**src/sv/fvcw_pkg.sv**
```systemverilog
// Package: types, constants and tables of the flow vector color wheel.
`timescale 1ns / 1ps
package fvcw_pkg;

  localparam int CoordBits   = 16;
  localparam int FracBits    = 8;
  localparam int CordicSteps = 13;
  localparam int WheelSize   = 55;
  localparam int AngleBits   = 16;
  localparam int ChanBits    = 8;
  localparam int CiBits      = 24;
  localparam int NegBits     = CoordBits + 1;
  localparam int CordicBits  = CoordBits + 4;
  localparam int SqBits      = 2 * NegBits + 1;
  localparam int RemBits     = 2 * FracBits + 3;
  localparam int RootBits    = FracBits + 1;
  localparam int IdxBits     = 6;
  localparam int PosBits     = AngleBits + IdxBits;
  localparam int PipeSteps   = (CordicSteps > FracBits + 1) ? CordicSteps : FracBits + 1;

  localparam logic [AngleBits-1:0] HalfTurn    = AngleBits'(1) << (AngleBits - 1);
  localparam logic [AngleBits-1:0] QuarterTurn = AngleBits'(1) << (AngleBits - 2);
  localparam logic [AngleBits-1:0] ThreeQuarter = HalfTurn + QuarterTurn;

  typedef struct packed {
    logic signed [CoordBits-1:0] flow_x;
    logic signed [CoordBits-1:0] flow_y;
    logic                        invalid;
  } flow_req_t;

  typedef struct packed {
    logic [ChanBits-1:0] red;
    logic [ChanBits-1:0] green;
    logic [ChanBits-1:0] blue;
  } color_t;

  typedef struct packed {
    logic valid;
    logic fix;
    logic unit_len;
  } ctl_t;

  typedef struct packed {
    ctl_t                         ctl;
    logic signed [CordicBits-1:0] x;
    logic signed [CordicBits-1:0] y;
    logic [AngleBits-1:0]         acc;
    logic [RemBits-1:0]           rem;
    logic [RootBits-1:0]          root;
  } stage_t;

  typedef logic [WheelSize-1:0][3*ChanBits-1:0] wheel_table_t;

  function automatic logic [AngleBits-1:0] atan_turn(int idx);
    logic [AngleBits-1:0] v;
    case (idx)
      0:       v = AngleBits'(8192);
      1:       v = AngleBits'(4836);
      2:       v = AngleBits'(2555);
      3:       v = AngleBits'(1297);
      4:       v = AngleBits'(651);
      5:       v = AngleBits'(326);
      6:       v = AngleBits'(163);
      7:       v = AngleBits'(81);
      8:       v = AngleBits'(41);
      9:       v = AngleBits'(20);
      10:      v = AngleBits'(10);
      11:      v = AngleBits'(5);
      12:      v = AngleBits'(3);
      default: v = '0;
    endcase
    return v;
  endfunction

  function automatic wheel_table_t build_wheel();
    wheel_table_t t;
    int r;
    int g;
    int b;
    t = '0;
    for (int i = 0; i < WheelSize; i++) begin
      if (i < 15) begin
        r = 255; g = 255 * i / 15; b = 0;
      end else if (i < 21) begin
        r = 255 - 255 * (i - 15) / 6; g = 255; b = 0;
      end else if (i < 25) begin
        r = 0; g = 255; b = 255 * (i - 21) / 4;
      end else if (i < 36) begin
        r = 0; g = 255 - 255 * (i - 25) / 11; b = 255;
      end else if (i < 49) begin
        r = 255 * (i - 36) / 13; g = 0; b = 255;
      end else begin
        r = 255; g = 0; b = 255 - 255 * (i - 49) / 6;
      end
      t[i] = {ChanBits'(r), ChanBits'(g), ChanBits'(b)};
    end
    return t;
  endfunction

  localparam wheel_table_t WheelTable = build_wheel();

endpackage

```
**src/sv/fvcw_step.sv**
```systemverilog
// One pipeline stage: a CORDIC vectoring step and one root bit of the length.
`timescale 1ns / 1ps
module fvcw_step #(
  parameter int Idx = 0
) (
  input  logic             clk_i,
  input  logic             rst_ni,
  input  fvcw_pkg::stage_t d_i,
  output fvcw_pkg::stage_t q_o
);
  import fvcw_pkg::*;

  localparam int B = (Idx <= FracBits) ? FracBits - Idx : 0;

  stage_t                  st_d;
  stage_t                  st_q;
  logic                    valid_q;
  logic signed [CordicBits-1:0] xs;
  logic signed [CordicBits-1:0] ys;
  logic [RemBits-1:0]      trial;

  always_comb begin
    st_d  = d_i;
    xs    = d_i.x >>> Idx;
    ys    = d_i.y >>> Idx;
    trial = (RemBits'(d_i.root) << (B + 1)) + (RemBits'(1) << (2 * B));
    if (Idx < CordicSteps && !d_i.ctl.fix) begin
      if (!d_i.y[CordicBits-1]) begin
        st_d.x   = d_i.x + ys;
        st_d.y   = d_i.y - xs;
        st_d.acc = d_i.acc + atan_turn(Idx);
      end else begin
        st_d.x   = d_i.x - ys;
        st_d.y   = d_i.y + xs;
        st_d.acc = d_i.acc - atan_turn(Idx);
      end
    end
    if (Idx <= FracBits && d_i.rem >= trial) begin
      st_d.rem  = d_i.rem - trial;
      st_d.root = d_i.root | (RootBits'(1) << B);
    end
  end

  always_ff @(posedge clk_i or negedge rst_ni) begin
    if (!rst_ni) begin
      valid_q <= 1'b0;
    end else begin
      valid_q <= d_i.ctl.valid;
    end
  end

  always_ff @(posedge clk_i) begin
    st_q <= st_d;
  end

  always_comb begin
    q_o           = st_q;
    q_o.ctl.valid = valid_q;
  end

endmodule

```
**config.mk**
```make
export PLATFORM = sky130hd
export DESIGN_NAME = fvcw_step
export DESIGN_NICKNAME = d
export VERILOG_FILES = /design/src/sv/fvcw_pkg.sv /design/src/sv/fvcw_step.sv
export SDC_FILE = /design/constraint.sdc
export NUM_CORES = 1
export LEC_CHECK = 0
export ABC_AREA = 0
export BUFFER_PORTS_ARGS = -buffer_cell sky130_fd_sc_hd__buf_4
export CORE_MARGIN = 1.5
export CORE_UTILIZATION = 50
export DETAILED_ROUTE_END_ITERATION = 16
export PLACE_DENSITY_LB_ADDON = 0.15
export REMOVE_ABC_BUFFERS = 1
export SLEW_MARGIN = 20
export SYNTH_ARGS = -nofsm -noshare
export SYNTH_HDL_FRONTEND = slang
export SYNTH_SLANG_ARGS = --single-unit
export TNS_END_PERCENT = 100
```
**constraint.sdc**
```tcl
create_clock -name clk_i -period 0.8 [get_ports clk_i]
set_input_delay 0.24 -clock clk_i [delete_from_list [all_inputs] [get_ports clk_i]]
set_output_delay 0.24 -clock clk_i [all_outputs]
set_load 0.005 [all_outputs]
```
==> results of run 1 <==
==> stage by stage <==
stage / worst slack (ns) / hold WS [ns] / instances / utilization, %
2_1_floorplan: -2.08 / -0.0556 / 718 / -
3_3_place_gp: -1.77 / 0.0152 / 1289 / 77.3
3_5_place_dp: -1.82 / 0.0159 / 1289 / 77.3
4_1_cts: -1.25 / 0.000447 / 1350 / 91.2
==> timing repair <==
item                                    in CTS
buffers inserted                            19
hold buffers                                26
endpoints found under the setup margin     139
gates cloned                                 1
hold endpoints to repair                    26
pin swaps                                   65
resized for setup                          264
==> cell families after synthesis <==
| kind of cell | share of synthesized area [%] |
|---|---|
| AOI/OAI and AO/OA | 23.8 |
| and+or+nand+nor | 13.7 |
| buffers and inverters | 7.30 |
| DFF | 27.8 |
| adders and majority gates | 16.6 |
| xor gates and xnor gates | 5.03 |
| muxes | 5.77 |
==> out/qor.yml, run 1 <==
run_status:
  outcome: "did not finish"
  failed_stage: "global routing"
  toolErrorMsg: "[ERROR DPL-0038] Utilization greater than 100%, impossible to legalize"
synth:
  syn_inst: 752
  ys_seq_area_share_pct: 27.8
  yosys.area.top_type_share_pct: 27.4
  synthArstFlopShare_pct: 1.15
  yosysMostFrequentCell: "dfxtp_1"
  synth_edf_count: 0
  syn_avg_cell_area_um2: 8.34
  ys_top_cells_by_area: "dfxtp_1, ha_1, a21oi_1, xnor2_1, inv_1"
  ys_types: 77
  synthesis.area_um2: 6270
  synthFlopType: "dfxtp_1"
  yosys.area.top_type: "dfxtp_1"
  synth_common_cells: "dfxtp_1, a21oi_1, ha_1, inv_1, o21ai_0"
  yosysWarningCount: 0
  synth_seq_cells: 87
cts:
  clockBufferDepth: 2
  cts-root-buf: "clkbuf_16"
  clock-sinks: 87
  htreeDepth: 3
  cts_buffers: 9
placed_design:
  port_buffers: 175
  dpl.hpwl_um: 18400
  placed_cell_area_um2: 9370
  place_congestion: 0.941
die:
  pin_count: 176
  initial_utilization_pct: 51.8
  die_x_um: 115
  rows: 40
  die_h_um: 115
timing:
  grt-worst-endpoint: "q_o[63]$_DFF_P_/D"
  endpoint_type: "sequential cell input"
grt:
  grt_max_degree: 25
==> run 2: changes to the inputs <==
Settings changed: CORE_UTILIZATION 50 to 35.
==> run 2 against run 1 <==
The flow now finishes, with violations (negative setup slack). Synthesized cell count unchanged. Synthesized area unchanged.
==> out/qor.yml, run 2 <==
die:
  initial_utilization_pct: 36.0  # -16 points
  die_x_um: 137  # +19%
  core-area_um2: 17400
  die-area_um2: 18700
  pin_count: 176  # unchanged
  rows: 48  # +20%
  die_h_um: 137  # +19%
timing:
  finalSetupTns_ns: -67.24
  fin_crit_ns: 2.00
  worst_slew_pin_slew_ns: 0.392
  clock.fmax_mhz: 500
  finalSetupViolations: 138
  hold_viol: 0
  fin_ws_ns: -1.20
  rsz0062_at_grt: "yes"
  max_slew_margin_pct: 73.8
  slew_viol_final: 0
  post-route-period-util_pct: 250
setup_path:
  cp_slowest_cell: "fa_2"
  crit_type: "input port to flip-flop"
  crit_path_end_kind: "flip-flop"
  critPathRequiredTime_ns: 1.09
  arrival_ns: 2.29
  path_cells: "buf_8 > buf_6 > ha_4 > fa_2 > nor2b_4 > o21bai_4 > a31oi_4 > a221o_1 > a21oi_2 > or3_1 > a31oi_1"
  max_stage_delay_ns: 0.42
  cp_max_fo: 4
  crit_start: "d_i[64]"
  startpoint_type: "input port"
routing:
  viasPerCell: 5.15
  drt_iter0_markers: 408
  vias: 7330
  remaining_drc_errors: 0
  routed_wl_um: 24900
  routedWlPerCell_um: 17.5
  drtAntennaViolNets: 0
  drtPass1Iterations: 6
synth:
  synth_seq_cells: 87  # unchanged
  ys_seq_area_share_pct: 27.8  # unchanged
  syn_inst: 752  # unchanged
  yosysWarningCount: 0  # unchanged
  synth_edf_count: 0  # unchanged
  synthesis.area_um2: 6270  # unchanged
  yosys.area.top_type: "dfxtp_1"
  ys_types: 77  # unchanged
  syn_avg_cell_area_um2: 8.34  # unchanged
  ys_top_cells_by_area: "dfxtp_1, ha_1, a21oi_1, xnor2_1, inv_1"
  synthFlopType: "dfxtp_1"
  yosys.area.top_type_share_pct: 27.4  # unchanged
  synth_common_cells: "dfxtp_1, a21oi_1, ha_1, inv_1, o21ai_0"
  synthArstFlopShare_pct: 1.15  # unchanged
  yosysMostFrequentCell: "dfxtp_1"
power:
  internal_power_uw: 11600
  comb_power_share_pct: 46.0
  p_total_uw: 17600
  switching_share_pct: 33.9
  pwr-share-clk_pct: 24.5
  irDropWorstVdd_uv: 1120
  power_switching_uw: 5940
  leakage_uw: 0.00543
  p_per_area_nw_per_um2: 1460
  p_seq_share_pct: 29.5
final_layout:
  largest_register_ffs: 86
  layout_commonest_cell: "buf_4"
  area_growth_pct: 91.3
  drive_gt1_share_pct: 60.7
  antennaDiodeCount: 0
  layout.nets: 1363
  fill_cells: 1324
  final_cell_mix: "buf_4, buf_6, dfxtp_2"
cts:
  cts-root-buf: "clkbuf_16"
  clock-sinks: 87  # unchanged
  htreeDepth: 3  # unchanged
  clkTransAtPathRegs_ns: 0.08
  cts_buffers: 9  # unchanged
  cts_tree: "done"
  clockBufferDepth: 2  # unchanged
grt:
  grt_max_degree: 25
  track_usage_pct: 25.0
  grt_antenna_before_repair: 0
  gr-total-overflow: 0
  grt_pass1_wl_um: 36000
  first_global_vias: 7090
flow_run:
  drv_cap: 0
run_status:
  violations: "negative setup slack"
  outcome: "finished, violations left"
placed_design:
  dpl.hpwl_um: 17400  # -5.6%
  port_buffers: 175  # unchanged
  place_congestion: 0.946  # +0.53%
hold_path:
  min_from: "d_i[11]"
  hp-class: "input port to flip-flop"
==> run 2: cell counts after synthesis <==
No cell type changed its count.
==> run 2: per-stage QoR <==
step	util, %	hold WS (ns)	setup WS, ns	std cells	cell area (um^2)
2_1_floorplan	-	-0.0556	-2.08	718	6090
3_3_place_gp	53.9	0.0161	-1.77	1341	9390
3_5_place_dp	53.9	0.0154	-1.81	1341	9390
4_1_cts	64.4	0.00240	-1.24	1406	11200
5_1_grt	68.9	0.00779	-1.26	1424	12000
6_report	68.9	0.0172	-1.20	1424	12000
==> run 2: final timing paths <==
| path | endpoint | depth (start not counted) |
|---|---|---|
| worst max-delay path | q_o[60]$_DFF_P_ | 11 |
| worst min-delay path | q_o[11]$_DFF_P_ | 1 |
| max in group asynchronous | valid_q$_DFF_PN0_ | 2 |
| min in group asynchronous | valid_q$_DFF_PN0_ | 2 |
==> run 2: worst max-delay path: cells and delay by family <==
kind,cells,cell delay [ns]
and+or+nand+nor,2,0.47
buffers and inverters,2,0.22
AOI/OAI and AO/OA,5,0.78
adders and majority gates,2,0.57
==> run 2: layer usage <==
metal  GRT usage [%]  vias up  part of all wire (%)
met5               0        -                     0
met4            6.73        0                   2.3
met3            3.93       52                   6.2
met2            44.2      294                    49
met1            31.5     3459                    43
li1                -     3525                     -
==> run 2: cells by family after synthesis <==
family	after synthesis	synth area share, %
buf+inv	108	7.30
compound gates	233	23.8
flops	87	27.8
mux	35	5.77
simple gates	173	13.7
fa+ha+maj	80	16.6
xor+xnor	36	5.03
==> run 2: power groups by stage <==
stage                     Sequential [uW]  Combinational (uW)  Clock [uW]
after global routing                 5220                8610        4590
after floorplan                      5150                2580           0
after CTS                            5060                7220        4390
final                                5180                8070        4300
after global placement               5090                5900           0
after detailed placement             5100                5920           0
==> run 2: layout make-up <==
class | count | area [um^2] | area share, %
clock buffers | 9 | 225 | 1.88
clock inverters | 7 | 62.6 | 0.521
inverters | 74 | 307 | 2.55
multi-input cells | 557 | 5210 | 43.4
flip-flops and latches | 87 | 1830 | 15.3
well taps | 225 | 282 | 2.35
repair buffers | 465 | 4080 | 34.0
==> run 2: repair_timing <==
action                                  in CTS  in global routing
endpoints found under the setup margin     138                138
pin swaps                                   92                 81
setup buffers                               22                 19
hold buffers                                26                  0
cloned                                       1                  0
endpoints found under the hold margin       26                  0
gates resized for setup                    286                178
No activity file was read; power rests on OpenSTA's default activity.
