===== src/sv/fvcw_pkg.sv =====
// Package: types, constants and tables of the flow vector color wheel.
`timescale 1ns / 1ps
package fvcw_pkg;

  localparam int CoordBits   = 16;
  localparam int FracBits    = 8;
  localparam int CordicSteps = 13;
  localparam int WheelSize   = 55;
  localparam int AngleBits   = 16;
  localparam int ChanBits    = 8;
  localparam int CiBits      = 24;
  localparam int NegBits     = CoordBits + 1;
  localparam int CordicBits  = CoordBits + 4;
  localparam int SqBits      = 2 * NegBits + 1;
  localparam int RemBits     = 2 * FracBits + 3;
  localparam int RootBits    = FracBits + 1;
  localparam int IdxBits     = 6;
  localparam int PosBits     = AngleBits + IdxBits;
  localparam int PipeSteps   = (CordicSteps > FracBits + 1) ? CordicSteps : FracBits + 1;

  localparam logic [AngleBits-1:0] HalfTurn    = AngleBits'(1) << (AngleBits - 1);
  localparam logic [AngleBits-1:0] QuarterTurn = AngleBits'(1) << (AngleBits - 2);
  localparam logic [AngleBits-1:0] ThreeQuarter = HalfTurn + QuarterTurn;

  typedef struct packed {
    logic signed [CoordBits-1:0] flow_x;
    logic signed [CoordBits-1:0] flow_y;
    logic                        invalid;
  } flow_req_t;

  typedef struct packed {
    logic [ChanBits-1:0] red;
    logic [ChanBits-1:0] green;
    logic [ChanBits-1:0] blue;
  } color_t;

  typedef struct packed {
    logic valid;
    logic fix;
    logic unit_len;
  } ctl_t;

  typedef struct packed {
    ctl_t                         ctl;
    logic signed [CordicBits-1:0] x;
    logic signed [CordicBits-1:0] y;
    logic [AngleBits-1:0]         acc;
    logic [RemBits-1:0]           rem;
    logic [RootBits-1:0]          root;
  } stage_t;

  typedef logic [WheelSize-1:0][3*ChanBits-1:0] wheel_table_t;

  function automatic logic [AngleBits-1:0] atan_turn(int idx);
    logic [AngleBits-1:0] v;
    case (idx)
      0:       v = AngleBits'(8192);
      1:       v = AngleBits'(4836);
      2:       v = AngleBits'(2555);
      3:       v = AngleBits'(1297);
      4:       v = AngleBits'(651);
      5:       v = AngleBits'(326);
      6:       v = AngleBits'(163);
      7:       v = AngleBits'(81);
      8:       v = AngleBits'(41);
      9:       v = AngleBits'(20);
      10:      v = AngleBits'(10);
      11:      v = AngleBits'(5);
      12:      v = AngleBits'(3);
      default: v = '0;
    endcase
    return v;
  endfunction

  function automatic wheel_table_t build_wheel();
    wheel_table_t t;
    int r;
    int g;
    int b;
    t = '0;
    for (int i = 0; i < WheelSize; i++) begin
      if (i < 15) begin
        r = 255; g = 255 * i / 15; b = 0;
      end else if (i < 21) begin
        r = 255 - 255 * (i - 15) / 6; g = 255; b = 0;
      end else if (i < 25) begin
        r = 0; g = 255; b = 255 * (i - 21) / 4;
      end else if (i < 36) begin
        r = 0; g = 255 - 255 * (i - 25) / 11; b = 255;
      end else if (i < 49) begin
        r = 255 * (i - 36) / 13; g = 0; b = 255;
      end else begin
        r = 255; g = 0; b = 255 - 255 * (i - 49) / 6;
      end
      t[i] = {ChanBits'(r), ChanBits'(g), ChanBits'(b)};
    end
    return t;
  endfunction

  localparam wheel_table_t WheelTable = build_wheel();

endpackage


===== src/sv/fvcw_shade.sv =====
// Wheel lookup, hue blend and length shading over three stages.
`timescale 1ns / 1ps
module fvcw_shade (
  input  logic             clk_i,
  input  logic             rst_ni,
  input  fvcw_pkg::stage_t d_i,
  output logic             valid_o,
  output fvcw_pkg::color_t color_o
);
  import fvcw_pkg::*;

  localparam logic [CiBits-1:0] Full = CiBits'(255) << 16;
  localparam int NumBits = CiBits + RootBits;

  logic [AngleBits-1:0] p;
  logic [PosBits-1:0]   pos;
  logic [IdxBits-1:0]   k0_d, k0_q, k1_d, k1_q;
  logic [AngleBits-1:0] f_q;
  logic                 va_q, vb_q, vc_q;
  logic                 sma_q, smb_q;
  logic [RootBits-1:0]  roota_q, rootb_q;
  logic [3*ChanBits-1:0] c0, c1;
  logic [2:0][CiBits-1:0] ci_d, ci_q;
  logic [AngleBits:0]   finv;
  color_t               col_d, col_q;
  logic [2:0][NumBits-1:0] num;
  logic [2:0][CiBits+1:0]  big;

  always_comb begin
    p    = d_i.acc + HalfTurn;
    pos  = PosBits'(p) * PosBits'(WheelSize - 1);
    k0_d = pos[PosBits-1:AngleBits];
    k1_d = (k0_d == IdxBits'(WheelSize - 1)) ? '0 : k0_d + IdxBits'(1);
  end

  always_comb begin
    c0   = WheelTable[k0_q];
    c1   = WheelTable[k1_q];
    finv = (AngleBits + 1)'(1) << AngleBits;
    finv = finv - {1'b0, f_q};
    for (int ch = 0; ch < 3; ch++) begin
      ci_d[ch] = CiBits'(finv) * CiBits'(c0[(2-ch)*ChanBits +: ChanBits])
               + CiBits'(f_q) * CiBits'(c1[(2-ch)*ChanBits +: ChanBits]);
    end
  end

  always_comb begin
    for (int ch = 0; ch < 3; ch++) begin
      num[ch] = (NumBits'(Full) << FracBits)
              - NumBits'(rootb_q) * NumBits'(Full - ci_q[ch]);
      big[ch] = (CiBits + 2)'(3) * (CiBits + 2)'(ci_q[ch]);
    end
    if (smb_q) begin
      col_d.red   = num[0][16+FracBits +: ChanBits];
      col_d.green = num[1][16+FracBits +: ChanBits];
      col_d.blue  = num[2][16+FracBits +: ChanBits];
    end else begin
      col_d.red   = big[0][18 +: ChanBits];
      col_d.green = big[1][18 +: ChanBits];
      col_d.blue  = big[2][18 +: ChanBits];
    end
  end

  always_ff @(posedge clk_i or negedge rst_ni) begin
    if (!rst_ni) begin
      va_q <= 1'b0;
      vb_q <= 1'b0;
      vc_q <= 1'b0;
    end else begin
      va_q <= d_i.ctl.valid;
      vb_q <= va_q;
      vc_q <= vb_q;
    end
  end

  always_ff @(posedge clk_i) begin
    k0_q    <= k0_d;
    k1_q    <= k1_d;
    f_q     <= pos[AngleBits-1:0];
    sma_q   <= d_i.ctl.unit_len;
    roota_q <= d_i.root;
    ci_q    <= ci_d;
    smb_q   <= sma_q;
    rootb_q <= roota_q;
    col_q   <= col_d;
  end

  assign valid_o = vc_q;
  assign color_o = col_q;

endmodule


===== config.mk =====
export PLATFORM = sky130hd
export DESIGN_NAME = fvcw_shade
export DESIGN_NICKNAME = d
export VERILOG_FILES = /design/src/sv/fvcw_pkg.sv /design/src/sv/fvcw_shade.sv
export SDC_FILE = /design/constraint.sdc
export NUM_CORES = 2
export LEC_CHECK = 0
export ABC_AREA = 1
export BUFFER_PORTS_ARGS = -buffer_cell sky130_fd_sc_hd__buf_2
export CORE_ASPECT_RATIO = 0.6
export CORE_UTILIZATION = 45
export CTS_CLUSTER_DIAMETER = 100
export DETAILED_ROUTE_END_ITERATION = 8
export SKIP_LAST_GASP = 1
export SYNTH_ARGS = -nofsm -noshare
export SYNTH_HDL_FRONTEND = slang
export SYNTH_SLANG_ARGS = --single-unit

===== constraint.sdc =====
create_clock -name clk_i -period 7.7 [get_ports clk_i]
set_input_delay 2.31 -clock clk_i [delete_from_list [all_inputs] [get_ports clk_i]]
set_output_delay 2.31 -clock clk_i [all_outputs]
set_load 0.02 [all_outputs]

* Word-level counts from Yosys, hierarchy flattened
Memories as Yosys holds them, arrays and structs flattened. A register that Yosys moved wholly into a read port is not among the register bits.
Index checks and enable logic that the tools add are counted.
** Word-level totals
- Register bits after elaboration :: 146
- Memory bits (read-only) :: 3072
- Input bits :: 89
- Output and inout port bits :: 25
- Word-level logic and storage cells :: 50
- Memories kept :: 2
** Memories
- (name not given) :: words 64, width 24, read ports 1, clocked after Yosys merged registers in 1, write ports 0, RTL line fvcw_shade.sv:38 : c1 = WheelTable[k1_q];
- (name not given) :: words 64, width 24, read ports 1, clocked after Yosys merged registers in 1, write ports 0, RTL line fvcw_shade.sv:37 : c0 = WheelTable[k0_q];
** Operators by class
- $add $sub $neg :: 12
- Multipliers :: 13
- Magnitude comparators :: 2
- Equal/unequal tests :: 1
- Multiplexer cells :: 4
** Operators with widths (number)
- 10-bit by 25-bit multiplier with 32-bit output :: 3
- 32-bit subtractor, first input constant :: 3
- 2-bit by 24-bit multiplier with 26-bit output, first input constant :: 3
- 24-bit by 24-bit subtractor with 25-bit output, first input constant :: 3
- 24-bit adder :: 3
- 17-bit by 8-bit multiplier with 24-bit output :: 3
- 24-bit two-way mux :: 3
- 15-bit by 8-bit multiplier with 23-bit output :: 3
- 16-bit by 5-bit multiplier with 21-bit output, second input constant :: 1
- 17-bit by 16-bit subtractor with 17-bit output, first input constant :: 1
- 16-bit adder, second input constant :: 1
- 6-bit by 7-bit less-than comparator with 1-bit output, second input constant :: 2
- 6-bit by 1-bit adder with 6-bit output, second input constant :: 1
- 6-bit equality test, second input constant :: 1
- 6-bit two-way mux :: 1

* Depth between registers and ports, before layout
- Depth in word-level cells :: 4
- Gate-level depth with buffers :: 39

* Worst setup path after synthesis
No wires, ideal clock.
- Path kind :: register -> register
- From :: register f_q[5]
- To :: register ci_q[69] in the netlist's numbering
- Data arrival time :: 7.693 ns
- Data required time :: 7.628 ns
- Path slack :: -0.065 ns
- Cell stages (with the launch flop) :: 38
- Buffers on the path :: 2
- Cells stage by stage :: dfxtp_1 > clkbuf_1 > clkbuf_1 > nand2_1 > inv_1 > fa_1 > inv_1 > fa_1 > inv_1 > fa_1 > inv_1 > fa_1 > inv_1 > ha_1 > a21oi_1 > o21ai_0 > a21o_1 > a21oi_1 > [... 2 more ...] > fa_1 > inv_1 > fa_1 > fa_1 > fa_1 > inv_1 > ha_1 > nand2_1 > nor2_1 > nand2_1 > o211ai_1 > a31oi_1 > o21ai_0 > nand3_1 > nand2_1 > nand2_1 > nand2_1 > xor2_1
** RTL lines
- from (decl) :: RTL line fvcw_shade.sv:18 : logic [AngleBits-1:0] f_q;
- from (signal assigned) :: RTL line fvcw_shade.sv:79 : f_q <= pos[AngleBits-1:0];
- to (signal assigned) :: RTL line fvcw_shade.sv:82 : ci_q <= ci_d;
- to (decl) :: RTL line fvcw_shade.sv:23 : logic [2:0][CiBits-1:0] ci_d, ci_q;

==> impl_metrics.toml <==
[run_status]
status = "finished with violations"
violations = "design-rule violations"

[critical_path]
worstSetupPathDepth = 34
critPathKind = "reg2reg"
rr_endpoint = "ci_q[19]"
start_kind = "flip-flop"
cp_slowest_stage_delay_ns = 0.54
critical_path_buf_inv_count = 9
slowest_stage = "fa_1"
r2r_cells = 34
worstPathMaxFanout = 6
cp_common_cell = "fa_1"
reg2reg_slack_ns = 0.07
crit_path_end_kind = "flip-flop"
arrival_ns = 8.06
cp.required_ns = 8.13
path_delay_family = "adder cells"
reg2reg_from = "f_q[5]"

[routing]
ant_nets = 0
drc_errors = 4
wirelength_um = 165800
first_pass_iters = 8
wire_per_inst_um = 17.21
vias = 48630
drt_iter0_markers = 3970
vias_per_cell = 5.047

[global_route]
grt_max_degree = 67
antenna_found_initial = 3
grt_pass1_wl_um = 269400
grt_use_total_pct = 26.33
grt-ovfl-total = 0
grt_pass1_vias = 49570

[yosys]
syn-cell-area_um2 = 57810
netlist_top_cells_area = "fa_1 37%, ha_1 15%, inv_1 13%, nand2_1 10%, dfxtp_1 5.9%"
post-synth-top-count-cell = "inv_1"
ys_seq_area_share_pct = 6.017
async_reset_ff_share_pct = 1.734
synthTopCellsByCount = "1967 x inv_1, 1583 x nand2_1, 1064 x fa_1, 696 x ha_1, 638 x nor2_1"
synth_nets = 9431
synth.distinct_cells = 70
synth_area_per_cell_um2 = 7.625
synthDominantCellAreaShare_pct = 36.84
synth_cells = 7582
synth-seq-cells = 173
synth.largest_area_cell = "fa_1"
synth_edf_count = 0
yosysWarnings = 0
yosys_most_used_dff = "dfxtp_1"

[clock_network]
worstSkewPairLatency_ns = 0.54
root_buffer = "clkbuf_16"
clkTransAtPathRegs_ns = 0.08
htree_num_levels = 4
numCtsBuffers = 17
clock-sinks = 173
cts_tree = "yes"
cts_buffer_depth = 2

[sta]
rsz0062_at_grt = "yes"
relSlewSlack_pct = 24.43
worst_pin_slew_ns = 1.130
fin_crit_sh_pct = 99.10
skew_ns = 0.01391
fin_setup_tns_ns = 0
max_freq_mhz = 131.1
finalSetupViolCount = 0
hold_viol = 0
maxSlewViolCount = 0
post-route-min-period_ns = 7.630

[job]
cap_violations = 0

[worst_hold_path]
hp-class = "reg2reg"
hp-start = "roota_q[0]"
min_path_cells = 0
min_to = "rootb_q[0]"

[final_layout]
nets = 9771
fillers = 12510
final_cells = 9636
drive_above_1_share_pct = 10.99
syn_to_final_growth_pct = 12.41

[floorplan]
core_um2 = 127000
fp.dieH_um = 279.6
num_io_pins = 114
row_count = 101
start_util_pct = 45.52
die_area_um2 = 130000
dieWidth_um = 464.7

[place]
dp.cells = 9574
dp_hpwl_um = 142700
port_buffers = 53
gp_congestion = 0.9535
## placed cells by master, fill, tap and decap left out, types with 33 or more instances in the layout
cell type / Yosys / layout
inv_2: 22 / 53
dfxtp_1: 170 / 151
xor2_1: 132 / 124
buf_4: 3 / 425
inv_1: 1967 / 1936
fa_1: 1064 / 1048
buf_2: 8 / 53
o21ai_0: 230 / 198
nand3_1: 142 / 138
a21oi_1: 311 / 270
nor2_1: 638 / 626
ha_4: 0 / 33
nor3_1: 53 / 51
a21oi_2: 1 / 37
nand4_1: 35 / 35
nand2_1: 1583 / 1554
xnor2_1: 69 / 62
ha_1: 696 / 661
## logic make-up after synthesis
kind of cell,share of synthesized area [%]
AND/OR/NAND/NOR,17.71
buffers and inverters,14.31
adder cells (fa/ha/maj),51.91
AO/OA/AOI/OAI,6.900
XOR/XNOR,3.158
flip-flops,6.017
## routing by layer
metal / up-vias / wire, µm / global-route usage (%)
li1: 23150 / - / -
met1: 23790 / 83470 / 41.43
met2: 1599 / 62300 / 35.24
met3: 93 / 18730 / 8.277
met4: 0 / 1329 / 3.396
met5: - / 0 / 0
## cell type report
type                    count  area [µm²]  share of cell area [%]
diodes                      2       5.005                0.007701
clock buffers              18       439.2                  0.6758
clock inverters            14       126.4                  0.1945
inverters                1998        7507                   11.55
multi-input cells        5220       47240                   72.69
flip-flops and latches    173        3520                   5.416
well taps                1699        2126                   3.271
repair buffers            512        4026                   6.196
## through the flow
stage                     setup slack (ns)  util [%]  area [µm²]  hold WS, ns
final                              0.06965     51.17       64990       0.3285
after global routing               -0.2816     51.17       64980       0.3347
after CTS                        -0.009198     50.24       63810       0.3300
after detailed placement           -0.5289     49.51       62880       0.3135
after global placement             -0.4655     49.51       62880       0.3131
after floorplan                   0.007569         -       57810       0.3096
## sequential cells by signal, summed over array words and instances, names as in the netlist
name	flops
roota_q	9
sma_q	1
color_o	24
valid_o	1
c1	21
f_q	15
va_q	1
rootb_q	9
ci_q	69
vb_q	1
smb_q	1
c0	21
## repair_timing
action                                  CTS  global route
cloned                                    1             1
hold buffers                              0             0
gates resized for setup                  81           232
endpoints found under the setup margin   29            40
pin swaps                                37           113
buffers inserted                          6            22
hold endpoints to repair                  0             0
## worst max-delay path by stage
stage	slack (ns)	endpoint	startpoint
finish	0.07	ci_q[19]	f_q[5]
detailed placement	-0.53	ci_q[67]	f_q[2]
CTS	-0.009	ci_q[69]	f_q[5]
global route	-0.28	ci_q[22]	f_q[2]
floorplan	0.008	ci_q[69]	f_q[5]
global placement	-0.47	ci_q[23]	f_q[2]
Power is not shown: default switching activity piles up to over one toggle a cycle in this logic, so the estimate is an artifact.
